File: config.mk
export PLATFORM = sky130hd
export DESIGN_NAME = substring_first_match_search_flat
export DESIGN_NICKNAME = d
export VERILOG_FILES = /design/src/rtl/sfms_pkg.sv /design/src/rtl/sfms_ifs.sv /design/src/rtl/sfms_cell.sv /design/src/rtl/substring_first_match_search.sv /design/src/flat_wrapper.sv
export SDC_FILE = /design/constraint.sdc
export NUM_CORES = 1
export LEC_CHECK = 0
export BUFFER_PORTS_ARGS = -buffer_cell sky130_fd_sc_hd__buf_2
export CELL_PAD_IN_SITES_DETAIL_PLACEMENT = 1
export CELL_PAD_IN_SITES_GLOBAL_PLACEMENT = 2
export CORE_MARGIN = 1
export CORE_UTILIZATION = 25
export DETAILED_ROUTE_END_ITERATION = 8
export PLACE_DENSITY = 0.67
export SLEW_MARGIN = 5
export SYNTH_ARGS = -nofsm -noshare
export SYNTH_HDL_FRONTEND = slang
export SYNTH_HIERARCHICAL = 1
export SYNTH_SLANG_ARGS = --single-unit
File: constraint.sdc
create_clock -name clk -period 8.4 [get_ports clk]
set_clock_uncertainty 0.15 [all_clocks]
set_input_delay 0.84 -clock clk [delete_from_list [all_inputs] [get_ports clk]]
set_output_delay 0.84 -clock clk [all_outputs]
set_load 0.1 [all_outputs]
File: src/rtl/sfms_pkg.sv
// ----------------------------------------------------------------------------
// sfms_pkg: shared types and helpers for the substring search
// Register codes, field widths and the needle byte lookup.
// ----------------------------------------------------------------------------
package sfms_pkg;

	localparam int BYTE_W  = 8;
	localparam int LEN_W   = 5;
	localparam int WORD_W  = 64;
	localparam int INDEX_W = 32;
	localparam int REG_W   = 2;
	localparam int NEEDLE_REG_BYTES = 8;

	typedef enum logic [REG_W-1:0] {
		REG_NEEDLE_LENGTH = 2'd0,
		REG_NEEDLE_LOW    = 2'd1,
		REG_NEEDLE_HIGH   = 2'd2,
		REG_UNUSED        = 2'd3
	} reg_index_t;

	typedef logic [BYTE_W-1:0]  byte_t;
	typedef logic [LEN_W-1:0]   len_t;
	typedef logic [WORD_W-1:0]  word_t;
	typedef logic [INDEX_W-1:0] index_t;

	// needle byte idx; positions past the two registers read as zero
	function automatic byte_t pat_byte(input word_t lo, input word_t hi, input len_t idx);
		byte_t r;
		if (idx < len_t'(NEEDLE_REG_BYTES)) begin
			r = lo[{idx[2:0], 3'b000} +: BYTE_W];
		end else if (idx < len_t'(2 * NEEDLE_REG_BYTES)) begin
			r = hi[{idx[2:0], 3'b000} +: BYTE_W];
		end else begin
			r = '0;
		end
		return r;
	endfunction

endpackage

File: src/rtl/sfms_ifs.sv
// ----------------------------------------------------------------------------
// sfms channel interfaces
// Valid/ready channels for text bytes in and search results out.
// ----------------------------------------------------------------------------
interface sfms_text_if;
	logic                       valid;
	logic                       ready;
	logic [sfms_pkg::BYTE_W-1:0] text_byte;
	logic                       final_byte;

	modport source (output valid, output text_byte, output final_byte, input ready);
	modport sink   (input valid, input text_byte, input final_byte, output ready);
endinterface

interface sfms_result_if;
	logic                         valid;
	logic                         ready;
	logic                         found;
	logic [sfms_pkg::INDEX_W-1:0] match_index;

	modport source (output valid, output found, output match_index, input ready);
	modport sink   (input valid, input found, input match_index, output ready);
endinterface

File: src/rtl/sfms_cell.sv
// ----------------------------------------------------------------------------
// sfms_cell: one window cell
// Holds one past text byte, passes it on to its neighbor on every shift
// (a clear zeroes it) and compares it with its aligned needle byte.
// ----------------------------------------------------------------------------
module sfms_cell (
	input  logic                  clk,
	input  logic                  arst_n,
	input  logic                  shift,
	input  logic                  clear,
	input  logic [sfms_pkg::BYTE_W-1:0] byte_in,
	input  logic                  active,
	input  logic [sfms_pkg::BYTE_W-1:0] expected,
	output logic [sfms_pkg::BYTE_W-1:0] byte_q,
	output logic                  match
);
	import sfms_pkg::*;

	always_ff @(posedge clk or negedge arst_n) begin
		if (!arst_n) begin
			byte_q <= '0;
		end else if (clear) begin
			byte_q <= '0;
		end else if (shift) begin
			byte_q <= byte_in;
		end
	end

	// inactive cells lie outside the needle and never veto
	assign match = !active || (byte_q == expected);

endmodule

File: src/rtl/substring_first_match_search.sv
// ----------------------------------------------------------------------------
// substring_first_match_search: streaming first-occurrence substring search
// Chain of byte cells compared in parallel with a configured needle.
// ----------------------------------------------------------------------------
// Text enters one byte per transaction; final_byte marks a text's last byte.
// A byte is taken every cycle unless a full output register stalls: the
// whole window compare, the position count and the start index are settled
// in the accepting cycle and the result lands in a single output register;
// the input stays ready while that register is empty or being drained. At
// most one result per text: found with the lowest start index, or not-found
// on the final byte. An empty needle hits at index 0 on the first byte. The
// user must write the needle registers only while idle; nothing enforces it.
// ----------------------------------------------------------------------------
module substring_first_match_search #(
	parameter int MAX_NEEDLE = 16
) (
	input  logic                          clk,
	input  logic                          arst_n,
	input  logic                          cfg_we,
	input  logic [sfms_pkg::REG_W-1:0]    cfg_index,
	input  logic [sfms_pkg::WORD_W-1:0]   cfg_wdata,
	sfms_text_if.sink                     text,
	sfms_result_if.source                 result
);
	import sfms_pkg::*;

	// configuration registers
	len_t  needle_len_q;
	word_t needle_lo_q;
	word_t needle_hi_q;

	always_ff @(posedge clk or negedge arst_n) begin
		if (!arst_n) begin
			needle_len_q <= '0;
			needle_lo_q  <= '0;
			needle_hi_q  <= '0;
		end else if (cfg_we) begin
			unique case (reg_index_t'(cfg_index))
				REG_NEEDLE_LENGTH: needle_len_q <= cfg_wdata[LEN_W-1:0];
				REG_NEEDLE_LOW:    needle_lo_q  <= cfg_wdata;
				REG_NEEDLE_HIGH:   needle_hi_q  <= cfg_wdata;
				default:           ; // unused index: write dropped
			endcase
		end
	end

	// needle length in use, clamped to the cell count
	len_t k;
	assign k = (int'(needle_len_q) > MAX_NEEDLE) ? len_t'(MAX_NEEDLE) : needle_len_q;

	// handshake
	logic res_valid_q;
	logic accept;
	assign text.ready = !res_valid_q || result.ready;
	assign accept     = text.valid && text.ready;

	// per-text state
	index_t count_q;
	logic   reported_q;

	// window cells: cell j holds the byte j+1 positions back
	byte_t win [MAX_NEEDLE];
	logic [MAX_NEEDLE-1:0] cell_match;

	for (genvar j = 0; j < MAX_NEEDLE; j++) begin : g_cell
		byte_t shift_in;
		logic  active;
		byte_t expected;
		if (j == 0) begin : g_head
			assign shift_in = text.text_byte;
		end else begin : g_link
			assign shift_in = win[j-1];
		end
		// cell j lines up with needle byte k-2-j
		assign active   = int'(k) > j + 1;
		assign expected = pat_byte(needle_lo_q, needle_hi_q, len_t'(int'(k) - j - 2));

		sfms_cell u_cell (
			.clk      (clk),
			.arst_n   (arst_n),
			.shift    (accept && !text.final_byte),
			.clear    (accept && text.final_byte),
			.byte_in  (shift_in),
			.active   (active),
			.expected (expected),
			.byte_q   (win[j]),
			.match    (cell_match[j])
		);
	end

	// match decision for the incoming byte
	logic   hit;
	index_t start;
	always_comb begin
		if (k == '0) begin
			hit   = 1'b1;
			start = '0;
		end else begin
			hit   = (count_q >= index_t'(k - len_t'(1)))
			     && (text.text_byte == pat_byte(needle_lo_q, needle_hi_q, k - len_t'(1)))
			     && (&cell_match);
			start = count_q - index_t'(k - len_t'(1));
		end
	end

	logic emit;
	assign emit = accept && !reported_q && (hit || text.final_byte);

	always_ff @(posedge clk or negedge arst_n) begin
		if (!arst_n) begin
			count_q    <= '0;
			reported_q <= 1'b0;
		end else if (accept) begin
			if (text.final_byte) begin
				count_q    <= '0;
				reported_q <= 1'b0;
			end else begin
				if (count_q != '1) begin
					count_q <= count_q + index_t'(1);
				end
				if (hit) begin
					reported_q <= 1'b1;
				end
			end
		end
	end

	// output register
	logic   found_q;
	index_t index_q;

	always_ff @(posedge clk or negedge arst_n) begin
		if (!arst_n) begin
			res_valid_q <= 1'b0;
		end else if (emit) begin
			res_valid_q <= 1'b1;
		end else if (result.ready) begin
			res_valid_q <= 1'b0;
		end
	end

	always_ff @(posedge clk) begin
		if (emit) begin
			found_q <= hit;
			index_q <= hit ? start : '0;
		end
	end

	assign result.valid       = res_valid_q;
	assign result.found       = found_q;
	assign result.match_index = index_q;

endmodule

File: src/flat_wrapper.sv
// flat-port wrapper written by rule: the top's interface ports become plain ports
module substring_first_match_search_flat import sfms_pkg::*;
#(
	parameter int MAX_NEEDLE = 16
)
  (clk, arst_n, cfg_we, cfg_index, cfg_wdata, text_valid, text_text_byte, text_final_byte, text_ready, result_valid, result_found, result_match_index, result_ready);
  sfms_text_if text_i ();
  sfms_result_if result_i ();
  input  logic clk;
  input  logic arst_n;
  input  logic cfg_we;
  input  logic [sfms_pkg::REG_W-1:0] cfg_index;
  input  logic [sfms_pkg::WORD_W-1:0] cfg_wdata;
  input wire logic [$bits(text_i.valid)-1:0] text_valid;
  input wire logic [$bits(text_i.text_byte)-1:0] text_text_byte;
  input wire logic [$bits(text_i.final_byte)-1:0] text_final_byte;
  output wire logic [$bits(text_i.ready)-1:0] text_ready;
  output wire logic [$bits(result_i.valid)-1:0] result_valid;
  output wire logic [$bits(result_i.found)-1:0] result_found;
  output wire logic [$bits(result_i.match_index)-1:0] result_match_index;
  input wire logic [$bits(result_i.ready)-1:0] result_ready;
  assign text_i.valid = text_valid;
  assign text_i.text_byte = text_text_byte;
  assign text_i.final_byte = text_final_byte;
  assign text_ready = text_i.ready;
  assign result_valid = result_i.valid;
  assign result_found = result_i.found;
  assign result_match_index = result_i.match_index;
  assign result_i.ready = result_ready;
  substring_first_match_search #(.MAX_NEEDLE(MAX_NEEDLE)) u_core (.clk(clk), .arst_n(arst_n), .cfg_we(cfg_we), .cfg_index(cfg_index), .cfg_wdata(cfg_wdata), .text(text_i), .result(result_i));
endmodule
* Yosys cells after proc, flatten, opt, wreduce, memory -nomap -nowiden
Cells that the tools add are included.
** Word-level totals
- Bits in registers :: 328
- Latch bits :: 0
- Memory bits (writable) :: 0
- Bits in read-only memories :: 0
- Input port bits :: 80
- Output and inout port bits :: 35
- Word-level logic and storage cells :: 297
- Memories :: 0
** Operators by class
- $add $sub $neg :: 34
- Multiply operators :: 0
- Divide/modulo/power cells :: 0
- Magnitude comparators :: 52
- Equal/unequal tests :: 20
- Shift operators :: 34
- Mux-type cells :: 75
- Bitwise logic cells :: 1
- Reductions and logical operators :: 57
** Operator list (count)
- 64-bit by 7-bit variable part select with 8-bit output :: 34
- 8-bit 2-to-1 mux :: 67
- 8-bit equality test :: 17
- 5-bit by 3-bit subtractor with 5-bit output (second input constant) :: 19
- 5-bit by 4-bit < comparator with 1-bit output (second input constant) :: 17
- 5-bit < comparator (second input constant) :: 17
- 32-bit 2-to-1 mux :: 2
- 5-bit by 4-bit > comparator with 1-bit output (second input constant) :: 8
- 5-bit by 4-bit subtractor with 5-bit output (second input constant) :: 8
- 32-bit by 1-bit adder with 32-bit output (second input constant) :: 1
- 32-bit greater-or-equal comparator :: 1
- 32-bit inequality test (second input constant) :: 1
- 32-bit subtractor :: 1
- 5-bit by 3-bit > comparator with 1-bit output (second input constant) :: 4
- 1-bit logical NOT :: 19
- 1-bit logical OR :: 18
- 16-bit AND reduction :: 1
- 5-bit by 2-bit > comparator with 1-bit output (second input constant) :: 2
- 5-bit > comparator (second input constant) :: 2
- 2-bit AND reduction :: 5
- 5-bit by 1-bit subtractor with 5-bit output (second input constant) :: 2
- 5-bit by 2-bit subtractor with 5-bit output (second input constant) :: 2
- 2-bit nonzero test :: 4
- 1-bit logical AND :: 7
- 10 further kinds :: 14

* Logic depth before layout (Yosys ltp)
Gate-level depths: netlist of the first run.
- Word-level depth :: 15
- Depth in mapped cells :: 26
- Depth with buffers taken out :: 21

* Cells and area by module
Netlist of the first run, hierarchy kept.
** By module, submodules not included
- substring_first_match_search :: times used 1, cells an instance 1628, area each 16781.1 sq um, sequential area each 5170.0 sq um
- sfms_cell :: times used 16, cells an instance 37, area each 412.9 sq um, sequential area each 200.2 sq um

* Least setup slack after synthesis of the first run
Ideal clock, no wire load.
- Kind :: register to register
- Start :: reg u_core.needle_len_q[4]
- End :: reg u_core.found_q, in the netlist u_core/result.found, enable pin
- Setup time :: 0.484 ns
- Data arrival time :: 7.687 ns
- Required time :: 7.766 ns
- Slack :: 0.079 ns
- Stages on the path, launching flop included :: 26
- Path buffers :: 6
- Cell sequence :: dfrtp_1 buf_2 inv_4 nand2_1 clkbuf_1 ha_1 buf_2 buf_2 buf_2 clkbuf_1 mux4_2 mux2i_1 nand2_1 and3_1 xnor2_1 nand4_1 o21ai_1 nand4_1 nor4_1 nand2_1 a21oi_1 mux2i_1 nor2_1 and3_1 nand4_1 a311oi_1
** Between the ends
- Cells in the longest elaborated chain, start to end :: 14
- Elaborated cells between the ends (all ways) :: 210
** Ends and longest elaborated chain
- start, declared :: line substring_first_match_search.sv:28 : len_t needle_len_q;
- start signal, assigned :: line substring_first_match_search.sv:39 : REG_NEEDLE_LENGTH: needle_len_q <= cfg_wdata[LEN_W-1:0];
- 5-bit > comparator :: line substring_first_match_search.sv:49 : assign k = (int'(needle_len_q) > MAX_NEEDLE) ? len_t'(MAX_NEEDLE) : needle_len_q;
- 5-bit 2-to-1 mux (*) :: line substring_first_match_search.sv:49
- 5-bit by 1-bit subtractor with 5-bit output (*) :: line substring_first_match_search.sv:76 : assign expected = pat_byte(needle_lo_q, needle_hi_q, len_t'(int'(k) - j - 2));
- 5-bit by 3-bit subtractor with 5-bit output (*) :: line substring_first_match_search.sv:76
- 64-bit by 7-bit variable part select with 8-bit output or 5-bit < comparator (tied branches) :: line sfms_pkg.sv:32, sfms_pkg.sv:31
- 8-bit 2-to-1 mux :: line sfms_pkg.sv:31 : end else if (idx < len_t'(2 * NEEDLE_REG_BYTES)) begin
- 8-bit 2-to-1 mux (*) :: line sfms_pkg.sv:29 : if (idx < len_t'(NEEDLE_REG_BYTES)) begin
- net u_core.g_cell[1].expected[5] :: line substring_first_match_search.sv:68 : byte_t expected;
- 8-bit equality test (*) :: line sfms_cell.sv:30 : assign match = !active || (byte_q == expected);
- 1-bit logical OR (*) :: line sfms_cell.sv:30
- net u_core.cell_match[1] :: line substring_first_match_search.sv:63 : logic [MAX_NEEDLE-1:0] cell_match;
- 16-bit AND reduction (*) :: line substring_first_match_search.sv:101 : && (&cell_match);
- 1-bit logical AND (*) :: line substring_first_match_search.sv:101
- 1-bit 2-to-1 mux (*) :: line substring_first_match_search.sv:95 : if (k == '0) begin
- 1-bit logical OR (*) :: line substring_first_match_search.sv:107 : assign emit = accept && !reported_q && (hit || text.final_byte);
- 1-bit logical AND (*) :: line substring_first_match_search.sv:107
- net u_core.emit :: line substring_first_match_search.sv:106 : logic emit;
- end signal, assigned :: line substring_first_match_search.sv:144 : found_q <= hit;
- end, declared :: line substring_first_match_search.sv:129 : logic found_q;
Mark *: on every way through the listed nets, which the timed path passes. The rest lies on a longest branch. The select of a mux whose other input is x is not followed.
A chain may end at the register's enable or synchronous reset.

* Final worst setup path of the first run
- Start :: reg u_core.needle_len_q[4]
- End :: reg u_core.index_q[26], in the netlist u_core/result.match_index[26], enable pin
** Between the ends
- Cells in the longest elaborated chain, start to end :: 14
- Elaborated cells between the ends (all ways) :: 210
** Ends and longest elaborated chain
- 5-bit > comparator :: line substring_first_match_search.sv:49
- 5-bit 2-to-1 mux (*) :: line substring_first_match_search.sv:49
- 5-bit by 4-bit subtractor with 5-bit output (*) :: line substring_first_match_search.sv:76
- 5-bit by 3-bit subtractor with 5-bit output (*) :: line substring_first_match_search.sv:76
- 64-bit by 7-bit variable part select with 8-bit output or 5-bit < comparator (tied branches) :: line sfms_pkg.sv:32, sfms_pkg.sv:31
- 8-bit 2-to-1 mux :: line sfms_pkg.sv:31
- 8-bit 2-to-1 mux (*) :: line sfms_pkg.sv:29
- net u_core.g_cell[9].expected[7] :: line substring_first_match_search.sv:68
- 8-bit equality test (*) :: line sfms_cell.sv:30
- 1-bit logical OR (*) :: line sfms_cell.sv:30
- net u_core.cell_match[9] :: line substring_first_match_search.sv:63
- 16-bit AND reduction (*) :: line substring_first_match_search.sv:101
- 1-bit logical AND (*) :: line substring_first_match_search.sv:101
- 1-bit 2-to-1 mux (*) :: line substring_first_match_search.sv:95
- 1-bit logical OR (*) :: line substring_first_match_search.sv:107
- 1-bit logical AND (*) :: line substring_first_match_search.sv:107
- net u_core.emit :: line substring_first_match_search.sv:106
- end signal, assigned :: line substring_first_match_search.sv:145 : index_q <= hit ? start : '0;
- end, declared :: line substring_first_match_search.sv:130 : index_t index_q;
Marked as above.

==> flow_summary.json, run 1 <==
{
  "grt_pass1_wl_mm": 131.1,
  "rrSetupSlack_ns": 0.95,
  "cts_resized": 0,
  "p_per_area_mw_per_mm2": 289.4,
  "core_sq_mm": 0.09222,
  "io_pins": 115,
  "fin_crit_sh_pct": 88.66,
  "cts_sinks": 328,
  "fillers": 10470,
  "yosysTopAreaCellShare_pct": 31.56,
  "initial_core_util_pct": 25.36,
  "clockBufferDepth": 3,
  "p_leak_nw": 11.25,
  "die_w_um": 307.9,
  "r2r-end": "u_core/result.match_index[26]",
  "yosysUniqueCellTypes": 72,
  "layout-area-overhead-vs-synth_pct": 13.37,
  "synthDominantAreaCellType": "dfrtp_1",
  "ys_top_cells_by_area": "dfrtp_1, mux2i_1, mux4_2, mux2_2, xnor2_1",
  "drv_slew": 0,
  "fin_tns_setup_ns": 0,
  "ys_ff_latch": 328,
  "num_vias": 18090,
  "layout_common_cells": "mux2i_1, dfrtp_1, nor2_1",
  "fin_util_pct": 28.75,
  "layout.nets": 2407,
  "diodes": 0,
  "vdd_drop_max_v": 0.0001508,
  "clk_pin_slew_ns": 0.06,
  "numPortBuffers": 114,
  "post-dp-hpwl_mm": 69.74,
  "cts_buffers": 41,
  "die_height_um": 307.9,
  "syn_area_sq_mm": 0.02339,
  "cts_setup_buffers": 0,
  "end_kind": "register",
  "crit_fanout": 46,
  "ff_latch_area_sq_mm": 0.008373,
  "gp_congestion": 0.9430,
  "place_area_sq_mm": 0.02520,
  "path_cells": "inv_4 -> nand2_2 -> buf_4 -> inv_6 -> ha_1 -> xnor2_2 -> buf_4 -> mux2i_1 -> nand2_1 -> and3_1 -> xnor2_1 -> nand4_1 -> o21ai_1 -> nand4_1 -> nor4_1 -> nand2b_1 -> a21oi_1 -> mux2i_1 -> nor2_1 -> and3_1 -> nand4_1 -> a311oi_4 -> buf_4",
  "finalHoldViolCount": 0,
  "syn_area_per_cell_sq_um": 10.53,
  "wire_per_inst_um": 24.83,
  "cts_tree": "built",
  "num_rows": 111,
  "placed_cells": 3479,
  "final_common_cell": "mux2i_1",
  "cts-root-buf": "clkbuf_16",
  "htree_levels": 2,
  "multiInputGateArea_sq_mm": 0.01423,
  "final_antenna_net_count": 0,
  "endpoint": "u_core/result.match_index[26]",
  "worstPathArrival_ns": 7.54,
  "period_needed_ns": 7.447,
  "synth_nets": 2348,
  "reg2reg_from": "u_core/needle_len_q[4]",
  "rsz0062_at_grt": "no",
  "final-setup-viol-count": 0,
  "critical_path.max_stage_delay_ns": 0.59,
  "outcome": "finished clean",
  "grt_max_degree": 130,
  "cp_slowest_cell": "nor4_1",
  "startpoint_type": "register",
  "dieArea_sq_mm": 0.09478,
  "ff2ff_path_depth": 23,
  "worstSetupStartpoint": "u_core/needle_len_q[4]",
  "ys_seq_area_share_pct": 35.80,
  "grt_pass1_vias": 19190,
  "holdBufCountCts": 0,
  "track_usage_pct": 18.61,
  "drt-total-wl_mm": 88.12,
  "drt_iter0_markers": 1203,
  "drc": 0,
  "final_area_sq_mm": 0.02651,
  "synthArstFlopShare_pct": 89.94,
  "synthFlopType": "dfrtp_1",
  "critPathKind": "reg -> reg",
  "drv_cap": 0,
  "instances_no_fill": 3549,
  "cp.required_ns": 8.50,
  "tightest_slew_ns": 1.271,
  "slew_headroom_pct": 13.09,
  "synth_enable_flop_cells": 33,
  "avgViaCountPerCell": 5.098,
  "hold_path_class": "in -> async",
  "syn_inst": 2220,
  "yosys_warnings": 6,
  "grt_overflow": 0,
  "timing.fmax_mhz": 134.3,
  "first_pass_iters": 6,
  "antenna_found_initial": 3,
  "clk_latency_ns": 0.58,
  "drive_gt1_share_pct": 20.34
}
power breakdown:
group	switching, mW	leakage [nW]	internal, mW
clock	0.722	0.648	1.04
combinational	2.44	6.46	1.48
sequential	0.224	4.14	1.77
total	3.38	11.2	4.29
how the worst min path moves through the flow:
| stage | from | to | slack (ns) | cells after the start |
|---|---|---|---|---|
| floorplan | u_core/g_cell[15].u_cell/byte_q[0] | u_core/g_cell[15].u_cell/byte_q[0] | 0.36 | 2 |
| global placement | u_core/g_cell[15].u_cell/byte_q[5] | u_core/g_cell[15].u_cell/byte_q[5] | 0.38 | 2 |
| detailed placement | u_core/g_cell[15].u_cell/byte_q[2] | u_core/g_cell[15].u_cell/byte_q[2] | 0.40 | 2 |
| CTS | arst_n | u_core/needle_lo_q[46] | 0.16 | 1 |
| global route | arst_n | u_core/needle_lo_q[14] | 0.20 | 1 |
| finish | arst_n | u_core/needle_lo_q[14] | 0.16 | 1 |
cell families (layout without fill, tap and decap cells):
| family | count (synthesis) | count (layout) | synth area share [%] |
|---|---|---|---|
| AO/OA/AOI/OAI | 275 | 275 | 7.458 |
| buffers and inverters | 169 | 255 | 3.601 |
| XOR/XNOR | 199 | 199 | 7.533 |
| adder cells (fa/ha/maj) | 49 | 49 | 2.643 |
| flip-flops | 328 | 328 | 35.80 |
| multiplexers | 603 | 603 | 30.11 |
| AND/OR/NAND/NOR | 597 | 597 | 12.86 |
worst max-delay path: cells and delay by family, from the launching register on:
kind            cells  cell delay, ns
flops               1            0.53
simple gates       10            2.08
fa+ha+maj           1            0.47
xor+xnor            2            0.36
buf+inv             5            1.93
mux                 2            0.58
compound gates      3            0.88
cell type report:
class | count | share of cell area (%)
well taps | 1243 | 5.866
repair buffers | 155 | 3.445
clock buffers | 53 | 4.271
inverters | 30 | 0.4530
flip-flops and latches | 328 | 31.58
clock inverters | 17 | 0.6984
multi-input cells | 1723 | 53.69
layer usage:
layer | vias up | track usage (%) | routed length [um] | share of wire [%]
li1 | 8216 | - | - | -
met4 | 2 | 6.792 | 3159 | 3.6
met3 | 111 | 2.446 | 3348 | 3.8
met5 | - | 0 | 13 | 0.015
met2 | 406 | 30.74 | 41690 | 47
met1 | 9357 | 24.75 | 39910 | 45
per-stage QoR:
stage	setup WS, ns	hold WS, ns	power, mW
detailed placement	1.012	0.3966	5.891
global route	0.4408	0.2006	8.043
CTS	0.9742	0.1628	7.701
floorplan	0.07893	0.3572	4.565
global placement	1.059	0.3810	5.816
finish	0.9530	0.1610	7.674
flip-flops by register name, summed over array words and instances, names as in the netlist:
| name | count |
|---|---|
| u_core/result.match_index | 32 |
| u_core/needle_lo_q | 64 |
| u_core/needle_len_q | 5 |
| u_core/result.found | 1 |
| u_core/g_cell.u_cell/byte_q | 128 |
| u_core/count_q | 32 |
| u_core/reported_q | 1 |
| u_core/needle_hi_q | 64 |
| u_core/result.valid | 1 |
cell usage after synthesis (35+ instances only):
master,instances
clkbuf_1,61
and3_1,35
nand2_1,144
nand4_1,58
o21ai_0,40
a211oi_1,44
ha_1,47
mux4_2,67
mux2_2,133
mux2i_1,402
xnor2_1,170
a21oi_1,57
o22ai_1,45
dfrtp_1,295
nor2_1,195
Note: power is estimated with default switching activity, not from simulation.
==> run 2, diff against run 1 <==
Settings changed: CORE_UTILIZATION 25 to 39, CTS_BUF_LIST set to sky130_fd_sc_hd__clkbuf_4 sky130_fd_sc_hd__clkbuf_8, PLACE_DENSITY 0.67 to 0.92.
==> flow_summary.json, run 2 (synthesis gave the netlist of run 1 again) <==
{
  "finalHoldViolCount": 0,
  "crit_family": "simple AND/OR/NAND/NOR gates",
  "power_mw": 7.663,
  "drv_slew": 0,
  "drt_iter0_markers": 1569,
  "worstPathArrival_ns": 7.72,
  "grt_max_degree": 95,
  "antenna_found_initial": 1,
  "top_layer": "met4",
  "critical_path.max_stage_delay_ns": 0.77,
  "layout_common_cells": "mux2i_1, dfrtp_1, nor2_1",
  "slew_headroom_pct": 26.98,
  "drt-total-wl_mm": 84.80,
  "p_per_area_mw_per_mm2": 294.2,
  "layout-area-overhead-vs-synth_pct": 11.35,
  "grt_pass1_vias": 19820,
  "track_usage_pct": 28.15,
  "cts_setup_buffers": 0,
  "cts_tree": "built",
  "cpMostUsedCell": "nand4_1",
  "htree_levels": 2,
  "io_pins": 115,
  "die_w_um": 246.9,
  "crit_buf_inv": 2,
  "reg2reg_from": "u_core/needle_len_q[1]",
  "period_needed_ns": 7.539,
  "first_pass_iters": 7,
  "outcome": "complete, but fails checks",
  "drive_gt1_share_pct": 21.99,
  "final_common_cell": "mux2i_1",
  "rrSetupSlack_ns": 0.86,
  "num_vias": 18700,
  "critPathKind": "reg -> reg",
  "layout.nets": 2425,
  "clk_pin_slew_ns": 0.07,
  "post-dp-hpwl_mm": 65.74,
  "hold_path_class": "in -> reg",
  "cp.required_ns": 8.58,
  "dr_wl_met2_mm": 40.32,
  "r2r-end": "u_core/result.match_index[31]",
  "gp_congestion": 0.9761,
  "cts_sinks": 328,
  "cp_slowest_cell": "nand2_1",
  "path_cells": "nand2_2 -> buf_4 -> ha_1 -> a21oi_1 -> o21ai_0 -> nand2_1 -> nor2_1 -> nor4_1 -> a2111oi_0 -> xnor2_1 -> nand4_1 -> o21ai_1 -> nand4_1 -> nor4_1 -> nand2b_1 -> a21oi_1 -> mux2i_1 -> nor2_1 -> and3_1 -> nand4_1 -> a311oi_4 -> buf_4",
  "grt_overflow": 0,
  "p_leak_nw": 11.34,
  "clockBufferDepth": 3,
  "drc": 10,
  "avgViaCountPerCell": 5.991,
  "clk_latency_ns": 0.69,
  "cts_buffers": 59,
  "fin_tns_setup_ns": 0,
  "fin_crit_sh_pct": 89.75,
  "wire_per_inst_um": 27.17,
  "endpoint": "u_core/result.match_index[31]",
  "met3WireLength_mm": 4.154,
  "worstSetupStartpoint": "u_core/needle_len_q[1]",
  "timing.fmax_mhz": 132.6,
  "ff2ff_path_depth": 22,
  "crit_fanout": 37,
  "numPortBuffers": 114,
  "vdd_drop_max_v": 0.0002202,
  "startpoint_type": "register",
  "drv_cap": 0,
  "cp.depth": 22,
  "dieArea_sq_mm": 0.06095,
  "num_rows": 89,
  "violations": "design-rule violations",
  "top_register": "u_core/g_cell.u_cell/byte_q",
  "reg_top3": "u_core/g_cell.u_cell/byte_q: 128 flops, u_core/needle_hi_q: 64 flops, u_core/needle_lo_q: 64 flops",
  "end_kind": "register",
  "cts-root-buf": "clkbuf_8",
  "final-setup-viol-count": 0,
  "initial_core_util_pct": 39.55,
  "rsz0062_at_grt": "no",
  "die_height_um": 246.9,
  "tightest_slew_ns": 1.095,
  "core_sq_mm": 0.05913,
  "wl_met1_mm": 37.01,
  "grt_pass1_wl_mm": 128.3,
  "largest_reg_flops": 128,
  "final_antenna_net_count": 0
}
==> run 2: power breakdown <==
part	switching, mW	leakage, nW	internal, mW
logic	2.39	6.45	1.48
registers	0.224	4.14	1.77
clock network	0.752	0.748	1.05
total	3.36	11.3	4.30
==> run 2: layout make-up <==
type / count / area (sq um)
Multi-Input combinational cell: 1723 / 14230
Clock inverter: 17 / 219.0
Sequential cell: 328 / 8373
Antenna cell: 1 / 2.502
Clock buffer: 94 / 1225
Tap cell: 773 / 967.2
Inverter: 30 / 117.6
Fill cell: 6501 / 33090
Timing Repair Buffer: 155 / 903.4
==> run 2: through the flow <==
step / cell area [sq um] / cells / hold slack [ns] / worst slack (ns) / util [%]
2_1_floorplan: 23390 / 2220 / 0.3572 / 0.07893 / -
3_3_place_gp: 24590 / 3008 / 0.3747 / 1.239 / 41.58
3_5_place_dp: 24590 / 3008 / 0.3926 / 1.133 / 41.58
4_1_cts: 26040 / 3120 / 0.2101 / 1.120 / 44.04
5_1_grt: 26040 / 3121 / 0.2274 / 0.4571 / 44.04
6_report: 26040 / 3121 / 0.2596 / 0.8609 / 44.04
==> run 2: worst min-delay path by stage <==
stage                                                  start                                 end  slack [ns]  depth (start not counted)
after CTS                                      cfg_wdata[46]              u_core/needle_lo_q[46]        0.21                          2
after detailed placement  u_core/g_cell[15].u_cell/byte_q[6]  u_core/g_cell[15].u_cell/byte_q[6]        0.39                          2
after floorplan           u_core/g_cell[15].u_cell/byte_q[0]  u_core/g_cell[15].u_cell/byte_q[0]        0.36                          2
after global routing                           cfg_wdata[35]              u_core/needle_lo_q[35]        0.23                          2
final                                          cfg_wdata[46]              u_core/needle_lo_q[46]        0.26                          2
after global placement    u_core/g_cell[15].u_cell/byte_q[6]  u_core/g_cell[15].u_cell/byte_q[6]        0.37                          2
==> run 2: timing repair <==
| action | in CTS | in global routing |
|---|---|---|
| resized for setup | 0 | 0 |
| endpoints found under the hold margin | 13 | 0 |
| hold buffers | 1 | 0 |
==> run 2: metal layers <==
layer  track usage (%)  up-vias
li1                  -     8264
met1             37.65     9744
met2             46.15      547
met3             3.516      143
met4             11.02        0
met5                 0        -
==> run 3, diff against run 2 <==
Settings changed: CELL_PAD_IN_SITES_GLOBAL_PLACEMENT 2 to 1, CORE_UTILIZATION 39 to 40, PLACE_DENSITY 0.92 to 0.82, SETUP_SLACK_MARGIN set to 0.3.
==> flow_summary.json, run 3 (synthesis gave the netlist of run 1 again) <==
{
  "drt-total-wl_mm": 81.72,
  "clockBufferDepth": 3,
  "clk_pin_slew_ns": 0.06,
  "reg_top3": "u_core/g_cell.u_cell/byte_q: 128 flops, u_core/needle_hi_q: 64 flops, u_core/needle_lo_q: 64 flops",
  "layout-area-overhead-vs-synth_pct": 10.22,
  "rrSetupSlack_ns": 0.89,
  "end_kind": "register",
  "ff2ff_path_depth": 21,
  "final_antenna_net_count": 0,
  "gp_congestion": 1.035,
  "cts-root-buf": "clkbuf_8",
  "instances_no_fill": 3094,
  "critPathKind": "reg -> reg",
  "avgViaCountPerCell": 6.005,
  "drv_cap": 0,
  "rsz0062_at_grt": "no",
  "dieArea_sq_mm": 0.05944,
  "multiInputGateArea_sq_mm": 0.01424,
  "setup_ws_ns": 0.8877,
  "first_pass_iters": 7,
  "period_needed_ns": 7.512,
  "largest_reg_flops": 128,
  "worstSetupStartpoint": "u_core/needle_len_q[1]",
  "cts_sinks": 328,
  "pre_cts_slack_ns": 1.194,
  "endpoint": "u_core/result.match_index[4]",
  "finalHoldWorstSlack_ns": 0.2320,
  "outcome": "finished clean",
  "layout.nets": 2413,
  "fin_tns_setup_ns": 0,
  "final-setup-viol-count": 0,
  "num_vias": 18580,
  "timing.fmax_mhz": 133.1,
  "reg2reg_from": "u_core/needle_len_q[1]",
  "cp.required_ns": 8.58,
  "drv_slew": 0,
  "grt_max_degree": 89,
  "vdd_drop_max_v": 0.0001691,
  "cts_buffers": 57,
  "r2r-end": "u_core/result.match_index[4]",
  "die_height_um": 243.8,
  "grt_pass1_vias": 19520,
  "die_w_um": 243.8,
  "top_register": "u_core/g_cell.u_cell/byte_q",
  "p_per_area_mw_per_mm2": 289.0,
  "slew_headroom_pct": 5.607,
  "ff_latch_area_sq_mm": 0.008373,
  "drt_iter0_markers": 1642,
  "numPortBuffers": 114,
  "htree_levels": 2,
  "core_sq_mm": 0.05770,
  "finalHoldViolCount": 0,
  "track_usage_pct": 27.38,
  "fin_crit_sh_pct": 89.43,
  "drive_gt1_share_pct": 21.31,
  "cts_tree": "built",
  "num_rows": 88,
  "tightest_slew_ns": 1.406,
  "grt_overflow": 0,
  "power_mw": 7.449,
  "intPower_mw": 4.140,
  "initial_core_util_pct": 40.54,
  "fillers": 6424,
  "sw_frac_of_total_pct": 44.42,
  "grt_pass1_wl_mm": 123.6,
  "startpoint_type": "register",
  "clockPowerShare_pct": 21.6,
  "layout_common_cells": "mux2i_1, dfrtp_1, nor2_1",
  "p_leak_nw": 11.21,
  "io_pins": 115,
  "wire_per_inst_um": 26.41,
  "hold_path_class": "in -> reg",
  "p_comb_share_pct": 51.6,
  "clk_latency_ns": 0.71,
  "drc": 0,
  "power_switching_mw": 3.309,
  "power_frac_seq_pct": 26.8,
  "antenna_found_initial": 1,
  "crit_fanout": 35,
  "final_common_cell": "mux2i_1",
  "placed_cells": 2990,
  "worstPathArrival_ns": 7.69,
  "post-dp-hpwl_mm": 63.20
}
run 3: cell types whose count changed in the layout (fill, tap and decap cells not counted), sizes merged:
| cell | previous run | this run |
|---|---|---|
| clkbuf | 94 | 92 |
| bufinv | 4 | 1 |
| clkinv | 9 | 5 |
| clkinvlp | 3 | 2 |
| diode | 1 | 2 |
| buf | 154 | 144 |
run 3: area by class of cell:
class	instances	area share, %
clock inverter	9	0.3786
multi-input combinational	1723	55.24
tap	765	3.713
timing repair buffer	145	3.213
antenna	2	0.01942
clock buffer	92	4.500
inverter	30	0.4563
sequential	328	32.48
run 3: power by group through the flow:
| stage | registers, mW | logic, mW | clock network (mW) |
|---|---|---|---|
| global route | 2.01 | 4.02 | 1.71 |
| finish | 1.99 | 3.84 | 1.61 |
| floorplan | 2.02 | 2.54 | 0 |
| detailed placement | 2.01 | 3.74 | 0 |
| global placement | 1.99 | 3.64 | 0 |
| CTS | 1.98 | 3.76 | 1.65 |
run 3: per-stage QoR:
stage | cell area (sq um) | utilization, %
6_report | 25780 | 44.68
3_3_place_gp | 24500 | 42.46
5_1_grt | 25770 | 44.67
3_5_place_dp | 24500 | 42.46
2_1_floorplan | 23390 | -
4_1_cts | 25760 | 44.66
run 3: worst min path at each step:
stage                                             startpoint                                 end  depth (start not counted)
after floorplan           u_core/g_cell[15].u_cell/byte_q[0]  u_core/g_cell[15].u_cell/byte_q[0]                          2
after global placement                u_core/needle_lo_q[39]              u_core/needle_lo_q[39]                          1
after detailed placement              u_core/needle_hi_q[34]              u_core/needle_hi_q[34]                          1
after CTS                                      cfg_wdata[18]              u_core/needle_lo_q[18]                          2
after global routing                           cfg_wdata[14]              u_core/needle_lo_q[14]                          2
final                                          cfg_wdata[18]              u_core/needle_hi_q[18]                          2
run 3: layer usage:
layer,global-route usage [%],vias up,routed length [um]
li1,-,8226,-
met1,36.36,9563,35140
met2,44.24,624,38150
met3,3.393,168,4308
met4,13.03,0,4121
met5,0,-,0
run 3: critical path: stages (launching register included):
cell       delay (ns)
dfrtp_1          0.50
nand2_2          0.21
buf_4            0.55
ha_1             0.59
o21ai_0          0.36
nand2_1          0.83
nor2_1           0.13
nor4_1           0.61
a2111oi_0        0.21
xnor2_1          0.33
nand4_1          0.15
o21ai_1          0.20
nand4_1          0.14
nor4_1           0.55
nand2b_1         0.11
a21oi_1          0.15
mux2i_1          0.10
nor2_1           0.11
and3_1           0.16
nand4_1          0.22
a311oi_4         0.34
buf_4            0.43
run 3: what timing repair did:
| action | CTS | global route |
|---|---|---|
| buffers inserted | 0 | 0 |
| endpoints found under the hold margin | 53 | 0 |
| hold buffers | 1 | 0 |
| resized for setup | 0 | 0 |
